--- src/rtl/bdpc_pkg.sv ---
package bdpc_pkg;

   localparam int NUM_BUTTONS = 4;
   localparam int BTN_W       = $clog2(NUM_BUTTONS);
   localparam int PIN_W       = 4;
   localparam int TIME_W      = 32;
   localparam int SHORT_W     = 16;
   localparam int CSR_IDX_W   = 2;
   localparam int CSR_DATA_W  = 32;
   localparam int QUEUE_DEPTH = 4;
   localparam int QPTR_W      = $clog2(QUEUE_DEPTH);

   localparam logic [BTN_W-1:0] BTN_LAST = BTN_W'(NUM_BUTTONS - 1);

   // register indexes
   localparam logic [CSR_IDX_W-1:0] CSR_DEBOUNCE    = 2'd0;
   localparam logic [CSR_IDX_W-1:0] CSR_LONG_PRESS  = 2'd1;
   localparam logic [CSR_IDX_W-1:0] CSR_STUCK_RESET = 2'd2;

   localparam logic [SHORT_W-1:0] DEBOUNCE_RESET    = 16'd50;
   localparam logic [SHORT_W-1:0] LONG_PRESS_RESET  = 16'd1000;
   localparam logic [TIME_W-1:0]  STUCK_RESET_RESET = 32'd10000;

   typedef struct packed {
      logic [SHORT_W-1:0] debounce_ms;
      logic [SHORT_W-1:0] long_press_ms;
      logic [TIME_W-1:0]  stuck_reset_ms;
   } cfg_type;

   typedef struct packed {
      logic [BTN_W-1:0]  button;
      logic              is_long;
      logic [TIME_W-1:0] duration_ms;
      logic              last;
   } event_type;

   typedef struct packed {
      logic      push;
      event_type beat;
   } push_type;

   typedef enum logic [1:0] {
      STEP_IDLE,
      STEP_MAIN,
      STEP_STUCK
   } step_type;

endpackage

--- src/rtl/button_debounce_press_classifier.sv ---
// Takes button samples: for each sample, each of the 4 buttons gets a main
// step (debounce, release, long press) and a stuck-press step, one per cycle
// unless the event queue is full; the next sample can be taken in the last step.
// Events go through a 4-deep queue, so a short output stall does not block input.
// Synchronous active-high reset: all buttons released, registers at 50/1000/10000,
// queue and output empty; ready for a sample in the first cycle after reset.
module button_debounce_press_classifier import bdpc_pkg::*; (
   input  logic                  clock,
   input  logic                  reset,
   input  logic                  csr_write_en,
   input  logic [CSR_IDX_W-1:0]  csr_index,
   input  logic [CSR_DATA_W-1:0] csr_wdata,
   input  logic                  req_valid,
   output logic                  req_stall,
   input  logic [TIME_W-1:0]     req_now_ms,
   input  logic [PIN_W-1:0]      req_pin_levels,
   output logic                  rsp_valid,
   input  logic                  rsp_stall,
   output logic [BTN_W-1:0]      rsp_button,
   output logic                  rsp_is_long,
   output logic [TIME_W-1:0]     rsp_duration_ms,
   output logic                  rsp_last
);

   cfg_type  cfg_ff;
   push_type push;
   logic     queue_full;

   always_ff @(posedge clock) begin
      if (reset) begin
         cfg_ff.debounce_ms    <= DEBOUNCE_RESET;
         cfg_ff.long_press_ms  <= LONG_PRESS_RESET;
         cfg_ff.stuck_reset_ms <= STUCK_RESET_RESET;
      end else if (csr_write_en) begin
         unique case (csr_index)
            CSR_DEBOUNCE:    cfg_ff.debounce_ms    <= csr_wdata[SHORT_W-1:0];
            CSR_LONG_PRESS:  cfg_ff.long_press_ms  <= csr_wdata[SHORT_W-1:0];
            CSR_STUCK_RESET: cfg_ff.stuck_reset_ms <= csr_wdata[TIME_W-1:0];
            default: ;
         endcase
      end
   end

   bdpc_front u_front (
      .clock          (clock),
      .reset          (reset),
      .cfg            (cfg_ff),
      .req_valid      (req_valid),
      .req_stall      (req_stall),
      .req_now_ms     (req_now_ms),
      .req_pin_levels (req_pin_levels),
      .push           (push),
      .queue_full     (queue_full)
   );

   bdpc_back u_back (
      .clock           (clock),
      .reset           (reset),
      .push            (push),
      .queue_full      (queue_full),
      .rsp_valid       (rsp_valid),
      .rsp_stall       (rsp_stall),
      .rsp_button      (rsp_button),
      .rsp_is_long     (rsp_is_long),
      .rsp_duration_ms (rsp_duration_ms),
      .rsp_last        (rsp_last)
   );

endmodule

--- src/rtl/bdpc_front.sv ---
module bdpc_front import bdpc_pkg::*; (
   input  logic              clock,
   input  logic              reset,
   input  cfg_type           cfg,
   input  logic              req_valid,
   output logic              req_stall,
   input  logic [TIME_W-1:0] req_now_ms,
   input  logic [PIN_W-1:0]  req_pin_levels,
   output push_type          push,
   input  logic              queue_full
);

   step_type          state_ff, state_in;
   logic [BTN_W-1:0]  btn_ff, btn_in;
   logic [TIME_W-1:0] now_ff;
   logic [PIN_W-1:0]  pins_ff;

   logic [NUM_BUTTONS-1:0] raw_prev_ff;
   logic [NUM_BUTTONS-1:0] stable_ff;
   logic [NUM_BUTTONS-1:0] held_ff;
   logic [NUM_BUTTONS-1:0] long_fired_ff;
   logic [TIME_W-1:0]      change_time_ff [NUM_BUTTONS];
   logic [TIME_W-1:0]      press_time_ff  [NUM_BUTTONS];

   event_type pend_ff;
   logic      pend_valid_ff;
   logic      pend_final_ff;

   logic              cur, raw_chg, stable_flip, press_start, release_end;
   logic [TIME_W-1:0] change_sel, since_change, held_dur, dur_main;
   logic [TIME_W-1:0] long_ms, stuck_ms;
   logic              held_main, lf_main, long_hit, short_rel;
   logic              stuck_hit, stuck_clear, stuck_evt;
   logic              ev_valid, last_step, push_pend, block, advance, accept;
   event_type         ev;

   assign long_ms  = TIME_W'(cfg.long_press_ms);
   assign stuck_ms = cfg.stuck_reset_ms;

   // per-button step: debounce, release and long checks in the main step, stuck checks in the stuck step
   always_comb begin
      cur          = pins_ff[btn_ff];
      raw_chg      = cur != raw_prev_ff[btn_ff];
      change_sel   = raw_chg ? now_ff : change_time_ff[btn_ff];
      since_change = now_ff - change_sel;
      stable_flip  = (since_change >= TIME_W'(cfg.debounce_ms)) && (stable_ff[btn_ff] != cur);
      press_start  = stable_flip && !cur;
      release_end  = stable_flip && cur && held_ff[btn_ff];
      held_dur     = now_ff - press_time_ff[btn_ff];
      dur_main     = press_start ? '0 : held_dur;
      held_main    = press_start || (held_ff[btn_ff] && !release_end);
      lf_main      = !(press_start || release_end) && long_fired_ff[btn_ff];
      long_hit     = held_main && !lf_main && (dur_main >= long_ms);
      short_rel    = release_end && (held_dur < long_ms);
      stuck_hit    = held_ff[btn_ff] && (held_dur > stuck_ms);
      stuck_clear  = stuck_hit && cur;
      stuck_evt    = stuck_clear && (stuck_ms < long_ms);
   end

   always_comb begin
      ev.button = btn_ff;
      ev.last   = 1'b0;
      ev_valid  = 1'b0;
      ev.is_long     = 1'b0;
      ev.duration_ms = held_dur;
      if (state_ff == STEP_MAIN) begin
         if (short_rel) begin
            ev_valid = 1'b1;
         end else if (long_hit) begin
            ev_valid       = 1'b1;
            ev.is_long     = 1'b1;
            ev.duration_ms = dur_main;
         end
      end else if (state_ff == STEP_STUCK) begin
         if (stuck_evt) begin
            ev_valid       = 1'b1;
            ev.duration_ms = stuck_ms;
         end
      end
   end

   // one event is held back so that the last beat of a sample can be flagged
   assign last_step = (state_ff == STEP_STUCK) && (btn_ff == BTN_LAST);
   assign push_pend = pend_valid_ff && (pend_final_ff || ev_valid || last_step);
   assign block     = push_pend && queue_full;
   assign advance   = !block;
   assign req_stall = block || !((state_ff == STEP_IDLE) || last_step);
   assign accept    = req_valid && !req_stall;

   always_comb begin
      push.push      = push_pend && !queue_full;
      push.beat      = pend_ff;
      push.beat.last = pend_final_ff || (last_step && !ev_valid);
   end

   always_comb begin
      state_in = state_ff;
      btn_in   = btn_ff;
      unique case (state_ff)
         STEP_IDLE: begin
            if (accept) begin
               state_in = STEP_MAIN;
               btn_in   = '0;
            end
         end
         STEP_MAIN: begin
            if (advance) begin
               state_in = STEP_STUCK;
            end
         end
         STEP_STUCK: begin
            if (advance) begin
               if (btn_ff == BTN_LAST) begin
                  state_in = accept ? STEP_MAIN : STEP_IDLE;
                  btn_in   = '0;
               end else begin
                  state_in = STEP_MAIN;
                  btn_in   = btn_ff + BTN_W'(1);
               end
            end
         end
         default: begin
            state_in = STEP_IDLE;
            btn_in   = '0;
         end
      endcase
   end

   always_ff @(posedge clock) begin
      if (reset) begin
         state_ff <= STEP_IDLE;
         btn_ff   <= '0;
      end else begin
         state_ff <= state_in;
         btn_ff   <= btn_in;
      end
   end

   always_ff @(posedge clock) begin
      if (accept) begin
         now_ff  <= req_now_ms;
         pins_ff <= req_pin_levels;
      end
   end

   always_ff @(posedge clock) begin
      if (reset) begin
         raw_prev_ff   <= '1;
         stable_ff     <= '1;
         held_ff       <= '0;
         long_fired_ff <= '0;
         for (int i = 0; i < NUM_BUTTONS; i++) begin
            change_time_ff[i] <= '0;
            press_time_ff[i]  <= '0;
         end
      end else if (advance) begin
         if (state_ff == STEP_MAIN) begin
            raw_prev_ff[btn_ff]    <= cur;
            change_time_ff[btn_ff] <= change_sel;
            if (stable_flip) begin
               stable_ff[btn_ff] <= cur;
            end
            held_ff[btn_ff]       <= held_main;
            long_fired_ff[btn_ff] <= lf_main || long_hit;
            if (press_start) begin
               press_time_ff[btn_ff] <= now_ff;
            end
         end else if (state_ff == STEP_STUCK) begin
            if (stuck_clear) begin
               held_ff[btn_ff]       <= 1'b0;
               long_fired_ff[btn_ff] <= 1'b0;
               press_time_ff[btn_ff] <= '0;
            end else if (stuck_hit) begin
               press_time_ff[btn_ff] <= now_ff;
            end
         end
      end
   end

   always_ff @(posedge clock) begin
      if (reset) begin
         pend_valid_ff <= 1'b0;
         pend_final_ff <= 1'b0;
      end else if (advance) begin
         if (ev_valid) begin
            pend_valid_ff <= 1'b1;
            pend_final_ff <= last_step;
         end else if (push_pend) begin
            pend_valid_ff <= 1'b0;
            pend_final_ff <= 1'b0;
         end
      end
   end

   always_ff @(posedge clock) begin
      if (advance && ev_valid) begin
         pend_ff <= ev;
      end
   end

endmodule

--- src/rtl/bdpc_back.sv ---
module bdpc_back import bdpc_pkg::*; (
   input  logic              clock,
   input  logic              reset,
   input  push_type          push,
   output logic              queue_full,
   output logic              rsp_valid,
   input  logic              rsp_stall,
   output logic [BTN_W-1:0]  rsp_button,
   output logic              rsp_is_long,
   output logic [TIME_W-1:0] rsp_duration_ms,
   output logic              rsp_last
);

   event_type          queue_mem [QUEUE_DEPTH];
   logic [QPTR_W-1:0]  wr_ptr_ff, wr_ptr_in;
   logic [QPTR_W-1:0]  rd_ptr_ff, rd_ptr_in;
   logic [QPTR_W:0]    count_ff, count_in;
   logic               rsp_valid_ff, rsp_valid_in;
   event_type          rsp_beat_ff;
   logic               pop, do_push;

   assign queue_full = count_ff == (QPTR_W + 1)'(QUEUE_DEPTH);
   assign do_push    = push.push && !queue_full;
   assign pop        = (count_ff != '0) && (!rsp_valid_ff || !rsp_stall);

   always_comb begin
      wr_ptr_in    = do_push ? wr_ptr_ff + QPTR_W'(1) : wr_ptr_ff;
      rd_ptr_in    = pop ? rd_ptr_ff + QPTR_W'(1) : rd_ptr_ff;
      count_in     = count_ff + (QPTR_W + 1)'(do_push) - (QPTR_W + 1)'(pop);
      rsp_valid_in = pop || (rsp_valid_ff && rsp_stall);
   end

   always_ff @(posedge clock) begin
      if (reset) begin
         wr_ptr_ff    <= '0;
         rd_ptr_ff    <= '0;
         count_ff     <= '0;
         rsp_valid_ff <= 1'b0;
      end else begin
         wr_ptr_ff    <= wr_ptr_in;
         rd_ptr_ff    <= rd_ptr_in;
         count_ff     <= count_in;
         rsp_valid_ff <= rsp_valid_in;
      end
   end

   always_ff @(posedge clock) begin
      if (do_push) begin
         queue_mem[wr_ptr_ff] <= push.beat;
      end
   end

   always_ff @(posedge clock) begin
      if (pop) begin
         rsp_beat_ff <= queue_mem[rd_ptr_ff];
      end
   end

   assign rsp_valid       = rsp_valid_ff;
   assign rsp_button      = rsp_beat_ff.button;
   assign rsp_is_long     = rsp_beat_ff.is_long;
   assign rsp_duration_ms = rsp_beat_ff.duration_ms;
   assign rsp_last        = rsp_beat_ff.last;

endmodule

--- config.mk ---
export PLATFORM = sky130hd
export DESIGN_NAME = button_debounce_press_classifier
export DESIGN_NICKNAME = d
export VERILOG_FILES = /design/src/rtl/bdpc_pkg.sv /design/src/rtl/button_debounce_press_classifier.sv /design/src/rtl/bdpc_front.sv /design/src/rtl/bdpc_back.sv
export SDC_FILE = /design/constraint.sdc
export NUM_CORES = 1
export LEC_CHECK = 0
export ABC_AREA = 1
export BUFFER_PORTS_ARGS = -buffer_cell sky130_fd_sc_hd__buf_4
export CAP_MARGIN = 20
export CORE_MARGIN = 2
export CORE_UTILIZATION = 50
export DETAILED_ROUTE_END_ITERATION = 12
export GPL_TIMING_DRIVEN = 0
export HOLD_SLACK_MARGIN = 0.1
export PLACE_DENSITY = 0.67
export SLEW_MARGIN = 20
export SYNTH_ARGS = -nofsm -noshare
export SYNTH_HDL_FRONTEND = slang
export SYNTH_HIERARCHICAL = 1
export SYNTH_SLANG_ARGS = --single-unit
--- constraint.sdc ---
create_clock -name clock -period 11.1 [get_ports clock]
set_input_delay 2.22 -clock clock [delete_from_list [all_inputs] [get_ports clock]]
set_output_delay 2.22 -clock clock [all_outputs]
set_load 0.05 [all_outputs]
Yosys cells after proc, flatten, opt, wreduce, memory -nomap -nowiden
Memory sizes are Yosys's and may differ from the RTL's. A register that Yosys moved wholly into a read port is not among the register bits.
Cells that the tools add are included.
{"block": "totals", "ff_bits": 165, "mem_bits_rw": 400, "out_inout_bits": 38, "elab_cells": 202, "mem_count": 3}
{"block": "op_classes", "add_sub_neg": 7, "order_cmp": 7, "eq_ne": 11, "muxes": 85, "n_bitwise": 7, "reduce_logical": 62}
{"name": "u_back.queue_mem", "depth": 4, "word_bits": 36, "rd": 1, "rd_clocked_by_memory_dff": 1, "write_ports": 1, "line_no": "bdpc_back.sv:14", "text": "event_type queue_mem [QUEUE_DEPTH];"}
{"name": "u_front.change_time_ff", "depth": 4, "word_bits": 32, "rd": 1, "rd_clocked_by_memory_dff": 1, "write_ports": 4, "line_no": "bdpc_front.sv:22", "text": "logic [TIME_W-1:0] change_time_ff [NUM_BUTTONS];"}
{"name": "u_front.press_time_ff", "depth": 4, "word_bits": 32, "rd": 1, "rd_clocked_by_memory_dff": 1, "write_ports": 4, "line_no": "bdpc_front.sv:23", "text": "logic [TIME_W-1:0] press_time_ff [NUM_BUTTONS];"}
{"operator": "$mux 32", "n": 10}
{"operator": "$ge 32x16->1", "n": 2}
{"operator": "$lt 32x16->1", "n": 2}
{"operator": "$reduce_or 32->1", "n": 2}
{"operator": "$sub 32x32->32", "n": 2}
{"operator": "$mux 1", "n": 43}
{"operator": "$mux 33", "n": 1}
{"operator": "$gt 32x32->1", "n": 1}
{"operator": "$mux 2", "n": 13}
{"operator": "$mux 4", "n": 6}
{"operator": "$logic_and 1x1->1", "n": 23}
{"operator": "$bwmux 4", "n": 4}
{"operator": "$pmux 2 s3", "n": 2}
{"operator": "$reduce_and 3->1", "n": 4}
{"operator": "$logic_not 1->1", "n": 11}
{"operator": "$bmux 1 s2", "n": 5}
{"operator": "$logic_or 1x1->1", "n": 10}
{"operator": "$reduce_and 2->1", "n": 5}
{"operator": "$and 4x4->4", "n": 2}
{"operator": "$add 2x1->2 const B", "n": 3}
{"operator": "$eq 2x2->1 const B", "n": 3}
{"operator": "$reduce_bool 2->1", "n": 3}
{"operator": "$eq 2x1->1 const B", "n": 2}
{"operator": "$logic_not 2->1", "n": 2}
{"operator": "14 further kinds", "n": 18}

Logic depth before layout (Yosys ltp)
Gate-level depths: netlist of run 1.
{"block": "logic_depth", "ltp_word": 29, "depth_mapped": 64}

Modules after synthesis
Netlist of run 1, hierarchy kept.
{"module": "bdpc_front", "n_inst": 1, "cells_each": 2447, "area_each_um2": 21465.6, "seq_area_each_um2": 10299.9}
{"module": "bdpc_back", "n_inst": 1, "cells_each": 450, "area_each_um2": 6950.4, "seq_area_each_um2": 5565.3}
{"module": "button_debounce_press_classifier", "n_inst": 1, "cells_each": 387, "area_each_um2": 2596.2, "seq_area_each_um2": 1281.2}

Worst setup path before layout of run 1
Ideal clock, no wire load.
{"block": "synth_timing", "kind": "flip-flop to flip-flop", "startpoint": "register u_front.btn_ff[1]", "endpoint": "memory u_front.change_time_ff[2][0] (enable)", "arrival_time_ns": 8.593, "t_required_ns": 10.634, "slack_ns": 2.041, "path_stages_with_launch": 51, "cell_sequence": "dfxtp_1 > buf_4 > inv_2 > nand3_1 > nand2_1 > nor2_4 > nand2_2 > nand2_4 > buf_4 > clkbuf_1 > o221ai_1 > o21ai_1 > ha_1 > a21oi_1 > o21ai_0 > inv_1 > nand2_1 > xor2_1 > [... 15 more ...] > ha_1 > o21ai_0 > nand2_1 > a21o_1 > a21oi_1 > o221ai_1 > a21oi_1 > o21ai_0 > a21oi_1 > nand2_1 > nand3_2 > nand2_1 > nand2_2 > nand2_2 > nand3_4 > nand2_4 > clkbuf_1 > o21ai_0"}
{"item": "start, declared", "line_no": "bdpc_front.sv:14", "text": "logic [BTN_W-1:0] btn_ff, btn_in;"}
{"item": "start signal, assigned", "line_no": "bdpc_front.sv:135", "text": "btn_ff <= btn_in;"}
{"item": "end, declared", "line_no": "bdpc_front.sv:22"}

==> results.cfg, run 1 <==
[critical_path]
crit_path_end_kind = output pin
worst-r2r-setup-slack_ps = 1610
r2r_end = u_front/change_time_ff[0][16]
path_common_cell = nand2_1
startpoint_type = register
crit_type = register to output pin
ff2ff_path_depth = 47
arrival_ps = 8370
crit_end = req_stall
critPathMaxStageDelay_ps = 470
crit_fanout = 19
crit_slowest_cell = dfxtp_1
cp.required_ps = 8880

[logic_synthesis]
syn_nets = 3530
synth_async_sr_flop_share_pct = 0
synth_ff_type = edfxtp_1
synth_top_cell_by_area = edfxtp_1
synth-edff-count = 507
synth_seq_area_share_pct = 55.29
yosysWarnings = 6
synth_area_per_cell_sq_um = 9.443
ys_types = 54
synthTopCellsByArea = edfxtp_1 (49%), nor2_1 (7.1%), nand2_1 (7.0%)
syn_area_sq_mm = 0.03101
synth.top_cell.area_share_pct = 49.09
synth_seq_cells = 603
netlist_instances = 3284

[placed_design]
dp_hpwl_um = 63880
port_buffers = 111
gp_congestion = 0.9502

[sta]
slew_headroom_pct = 31.79
hold_violations = 0
tightest_slew_ps = 1023
clock_skew_ps = 26.21
finalSetupViolations = 0
min_period_ps = 10590
fmax_mhz = 94.42
fin_crit_sh_pct = 95.42
drv_slew = 0

[die]
io-pin-count = 113
die_w_um = 253.0
start_util_pct = 50.44
core_sq_mm = 0.06148
die_h_um = 253.0
rows = 91
die_area_sq_mm = 0.06403

[route]
vias = 24520
routed_via_density = 5.668
routed_wl_um = 88150
first_pass_iters = 6
drtAntennaViolNets = 0
drc = 0
wire_per_inst_um = 20.38
drt_iter0_markers = 1911

[final_layout]
final_cell_mix = nor2_1 (580), nand2_1 (571), edfxtp_1 (507)
multi_input_area_sq_mm = 0.01209
nFillCells = 5306
drive_above_1_share_pct = 11.26
syn2layout_area_growth_pct = 15.11
nets = 3730
final_common_cell = nor2_1
seq_area_sq_mm = 0.01715
n_antenna_cell = 0
final_util_pct = 58.06

[grt]
grt_max_degree = 27
grt.total_usage_pct = 27.49
grt_pass1_vias = 23040
grt_pass1_wl_um = 133000
grt-ovfl-total = 0
antenna_found_initial = 0

[cts]
clockBufferDepth = 3
path_clk_slew_ps = 50
cts_tree = done
cts_buffers = 66
ctsRootBufferMaster = clkbuf_16
clkSinkCount = 603
clk_latency_ps = 630
htreeDepth = 3

[min_path]
min_path_type = register to register

[run]
cap_violations = 0

[run_status]
outcome = finished clean
## Yosys cell counts, types with 14 or more instances
cell type	number
inv_1	303
o22ai_1	39
nand3_1	117
buf_6	21
clkbuf_1	67
a32o_1	31
edfxtp_1	507
buf_2	26
dfxtp_1	96
nor3_1	50
nand2_1	578
o211ai_1	14
ha_1	168
o21ai_1	67
o221ai_1	31
nand4_1	31
a21oi_1	180
o21ai_0	180
xor2_1	32
nor2_1	587
## kinds of logic (layout without fill, tap and decap cells)
group                      count (synthesis)  count (layout)  synth area share, %
and+or+nand+nor                         1399            1399                18.47
AOI/OAI and AO/OA                        615             615                11.76
DFF                                      603             603                55.29
buffers and inverters                    454             706                6.314
adders and majority gates                171             171                6.972
xor gates and xnor gates                  42              42                1.186
## cell type report
cell class	instances	share of cell area, %
plain buffers	134	2.191
clock buffers	75	4.749
clock inverters	45	1.349
inverters	315	3.354
multi-input cells	2227	33.88
flip-flops and latches	603	48.05
well taps	790	2.769
repair buffers	137	3.666
## registers in the layout (all words and copies together), names as in the netlist, 3 cells and up, named ones only
| name | count |
|---|---|
| u_front/stable_ff | 4 |
| u_back/queue_mem | 144 |
| cfg_ff | 64 |
| u_front/change_time_ff | 128 |
| u_back/rsp_duration_ms | 32 |
| u_front/push | 35 |
| u_front/raw_prev_ff | 4 |
| u_front/long_fired_ff | 4 |
| u_front/held_ff | 4 |
| u_front/press_time_ff | 128 |
| u_front/now_ff | 32 |
| u_back/count_ff | 3 |
| u_front/pins_ff | 4 |
## metrics by stage
step | setup TNS [ps] | std cells | cell area [sq um] | hold slack, ps | setup WS [ps]
finish | 0 | 4326 | 35700 | 441.0 | 508.6
global route | -2.432 | 4326 | 35700 | 447.4 | -2.432
CTS | 0 | 4321 | 35580 | 440.2 | 1.152
detailed placement | -16.75 | 4202 | 33340 | 431.5 | -16.75
global placement | -307060 | 4185 | 32830 | 432.2 | -2643
floorplan | 0 | 3284 | 31010 | 420.8 | 2041
## per-layer routing
layer  vias up  routed length, um  GRT usage, %
li1      11740                  -             -
met1     11590              34760         34.00
met2       989              42410         46.83
met3       207               6425         4.410
met4         0               4559         13.61
met5         -                  0             0
## how the worst min path moves through the flow
| stage | startpoint | depth (start not counted) | end | slack, ps |
|---|---|---|---|---|
| 2_1_floorplan | u_front/long_fired_ff[0] | 2 | u_front/long_fired_ff[0] | 420 |
| 3_3_place_gp | u_front/long_fired_ff[0] | 2 | u_front/long_fired_ff[0] | 430 |
| 3_5_place_dp | u_front/long_fired_ff[0] | 2 | u_front/long_fired_ff[0] | 430 |
| 4_1_cts | u_front/long_fired_ff[0] | 2 | u_front/long_fired_ff[0] | 440 |
| 5_1_grt | u_front/long_fired_ff[0] | 2 | u_front/long_fired_ff[0] | 450 |
| 6_report | u_front/long_fired_ff[0] | 2 | u_front/long_fired_ff[0] | 440 |
## what timing repair did
| action | 4_1_cts | 5_1_grt |
|---|---|---|
| hold buffers | 0 | 0 |
| pin swaps | 1 | 5 |
| buffers inserted | 0 | 9 |
| gates resized for setup | 26 | 40 |
| setup endpoints to repair | 1 | 1 |
## worst max-delay path, delay by kind of cell, from the launching register on
kind	cells	cell delay, ps
adder cells (fa/ha/maj)	3	980
flip-flops	1	470
AO/OA/AOI/OAI	12	2020
buffers and inverters	6	1460
AND/OR/NAND/NOR	21	2560
XOR/XNOR	1	220
Power of run 1 is left out: the tool's default activity adds up to more than one toggle a clock period on the data nets, which glitch-free logic cannot reach.
==> run 2, diff against run 1 <==
Clock period 11.1 ns to 12.02 ns, I/O delays scaled along.
==> run 2 against run 1 <==
Cell area down 0.40%. Sequential cell count unchanged. Global-route usage about the same. Cell count about the same. Count of clock-buffer cells in the layout unchanged. Sequential share of layout area up 0.18 points. Core utilization down 0.23 points.
==> results.cfg, run 2 (same netlist as run 1, synthesis figures left out) <==
[sta]
slew_headroom_pct = 29.31
drv_slew = 0
finalSetupViolations = 0
clock_skew_ps = 24.12
min_period_ps = 11470
hold_violations = 0
tightest_slew_ps = 1060
fin_crit_sh_pct = 95.42
grt_setup_unrepaired = false
fmax_mhz = 87.19

[route]
drtAntennaViolNets = 0
routed_via_density = 5.636
drt_iter0_markers = 2046
first_pass_iters = 7
routed_wl_um = 88150
vias = 24370
drc = 0
wire_per_inst_um = 20.39

[cts]
path_clk_slew_ps = 60
clkSinkCount = 603
clockBufferDepth = 3
ctsResizeCount = 0
cts-hold-fix-buffers = 0
cts_tree = done
cts_buffers = 66
clk_latency_ps = 630
ctsRootBufferMaster = clkbuf_16
cts_setup_buffers = 0
htreeDepth = 3

[final_layout]
final_common_cell = nor2_1
syn2layout_area_growth_pct = 14.65
seq_area_sq_mm = 0.01715
drive_above_1_share_pct = 10.25
final_util_pct = 57.83
regMostFlops = u_back/queue_mem
final_area_sq_mm = 0.03556
nets = 3725
nFillCells = 5330
largest_reg_flops = 144
final_cell_mix = nor2_1 (582), nand2_1 (573), edfxtp_1 (507)
multi_input_area_sq_mm = 0.01203
top_regs = u_back/queue_mem x144, u_front/change_time_ff x128, u_front/press_time_ff x128

[grt]
antenna_found_initial = 0
grt.total_usage_pct = 27.48
grt_max_degree = 27
grt-ovfl-total = 0
grt_pass1_wl_um = 132900
grt_pass1_vias = 23000

[critical_path]
crit_slowest_cell = dfxtp_1
startpoint_type = register
crit_path_end_kind = output pin
crit_type = register to output pin
worst-r2r-setup-slack_ps = 1850
critPathMaxStageDelay_ps = 420
cp_top_family = simple AND/OR/NAND/NOR gates
r2r_end = u_front/change_time_ff[0][16]
rr_startpoint = u_front/btn_ff[1]
cp.required_ps = 9620
ff2ff_path_depth = 53
path_common_cell = nand2_1
path_buf_inv = 8
crit_fanout = 10
arrival_ps = 9070

[placed_design]
placed_cell_area_sq_mm = 0.03334
dp_hpwl_um = 63880
port_buffers = 111
gp_congestion = 0.9502

[min_path]
min_from = u_front/long_fired_ff[0]
min_to = u_front/long_fired_ff[0]
worstHoldPathCells = 2
min_path_type = register to register

[die]
die_h_um = 253.0
rows = 91
die_area_sq_mm = 0.06403
start_util_pct = 50.44
die_w_um = 253.0
core_sq_mm = 0.06148
io-pin-count = 113

[run_status]
outcome = finished clean

[run]
cap_violations = 0
## run 2: changes by cell type in the layout (fill, tap and decap cells not counted), sizes merged
| cell | previous run | this run |
|---|---|---|
| buf | 208 | 198 |
| inv | 315 | 317 |
| clkinvlp | 8 | 6 |
| clkbuf | 138 | 143 |
| diode | 0 | 3 |
## run 2: per-layer routing
metal	part of all wire [%]	global-route usage [%]	vias up	routed length [um]
met3	7.2	4.317	196	6353
met1	39	34.07	11520	34760
met5	0	0	-	0
met2	49	46.88	916	42960
li1	-	-	11730	-
met4	4.6	13.44	0	4071
## run 2: worst max path at each step
stage / cells after the start / from / end
floorplan: 50 / u_front/btn_ff[1] / u_front/change_time_ff[2][0]
detailed placement: 37 / register / req_stall
CTS: 48 / u_front/btn_ff[0] / req_stall
global route: 47 / u_front/btn_ff[1] / req_stall
global placement: 49 / u_front/btn_ff[0] / u_front/change_time_ff[3][17]
finish: 49 / u_front/btn_ff[1] / req_stall
## run 2: cell type report
type	instances	share of cell area [%]
diodes	3	0.02111
multi-input cells	2227	33.82
clock inverters	45	1.355
plain buffers	138	2.185
inverters	315	3.347
flip-flops and latches	603	48.23
repair buffers	128	3.491
clock buffers	75	4.768
well taps	790	2.780
## run 2: worst reg2reg max path: cells and delay by family, from the launching register on
family,cells,cell delay (ps)
DFF,1,420
buffers and inverters,9,2090
xor gates and xnor gates,1,220
AOI/OAI and AO/OA,11,1960
adders and majority gates,3,870
and+or+nand+nor,29,4300
## run 2: per-stage QoR
stage | cells | hold slack (ps) | worst slack, ps | setup TNS (ps)
floorplan | 3284 | 420.8 | 2961 | 0
global placement | 4185 | 432.2 | -1723 | -91400
detailed placement | 4202 | 431.5 | 719.3 | 0
CTS | 4322 | 440.2 | 28.05 | 0
global route | 4321 | 447.4 | 25.96 | 0
finish | 4324 | 442.1 | 550.2 | 0
Power of run 2 is left out for the same reason.
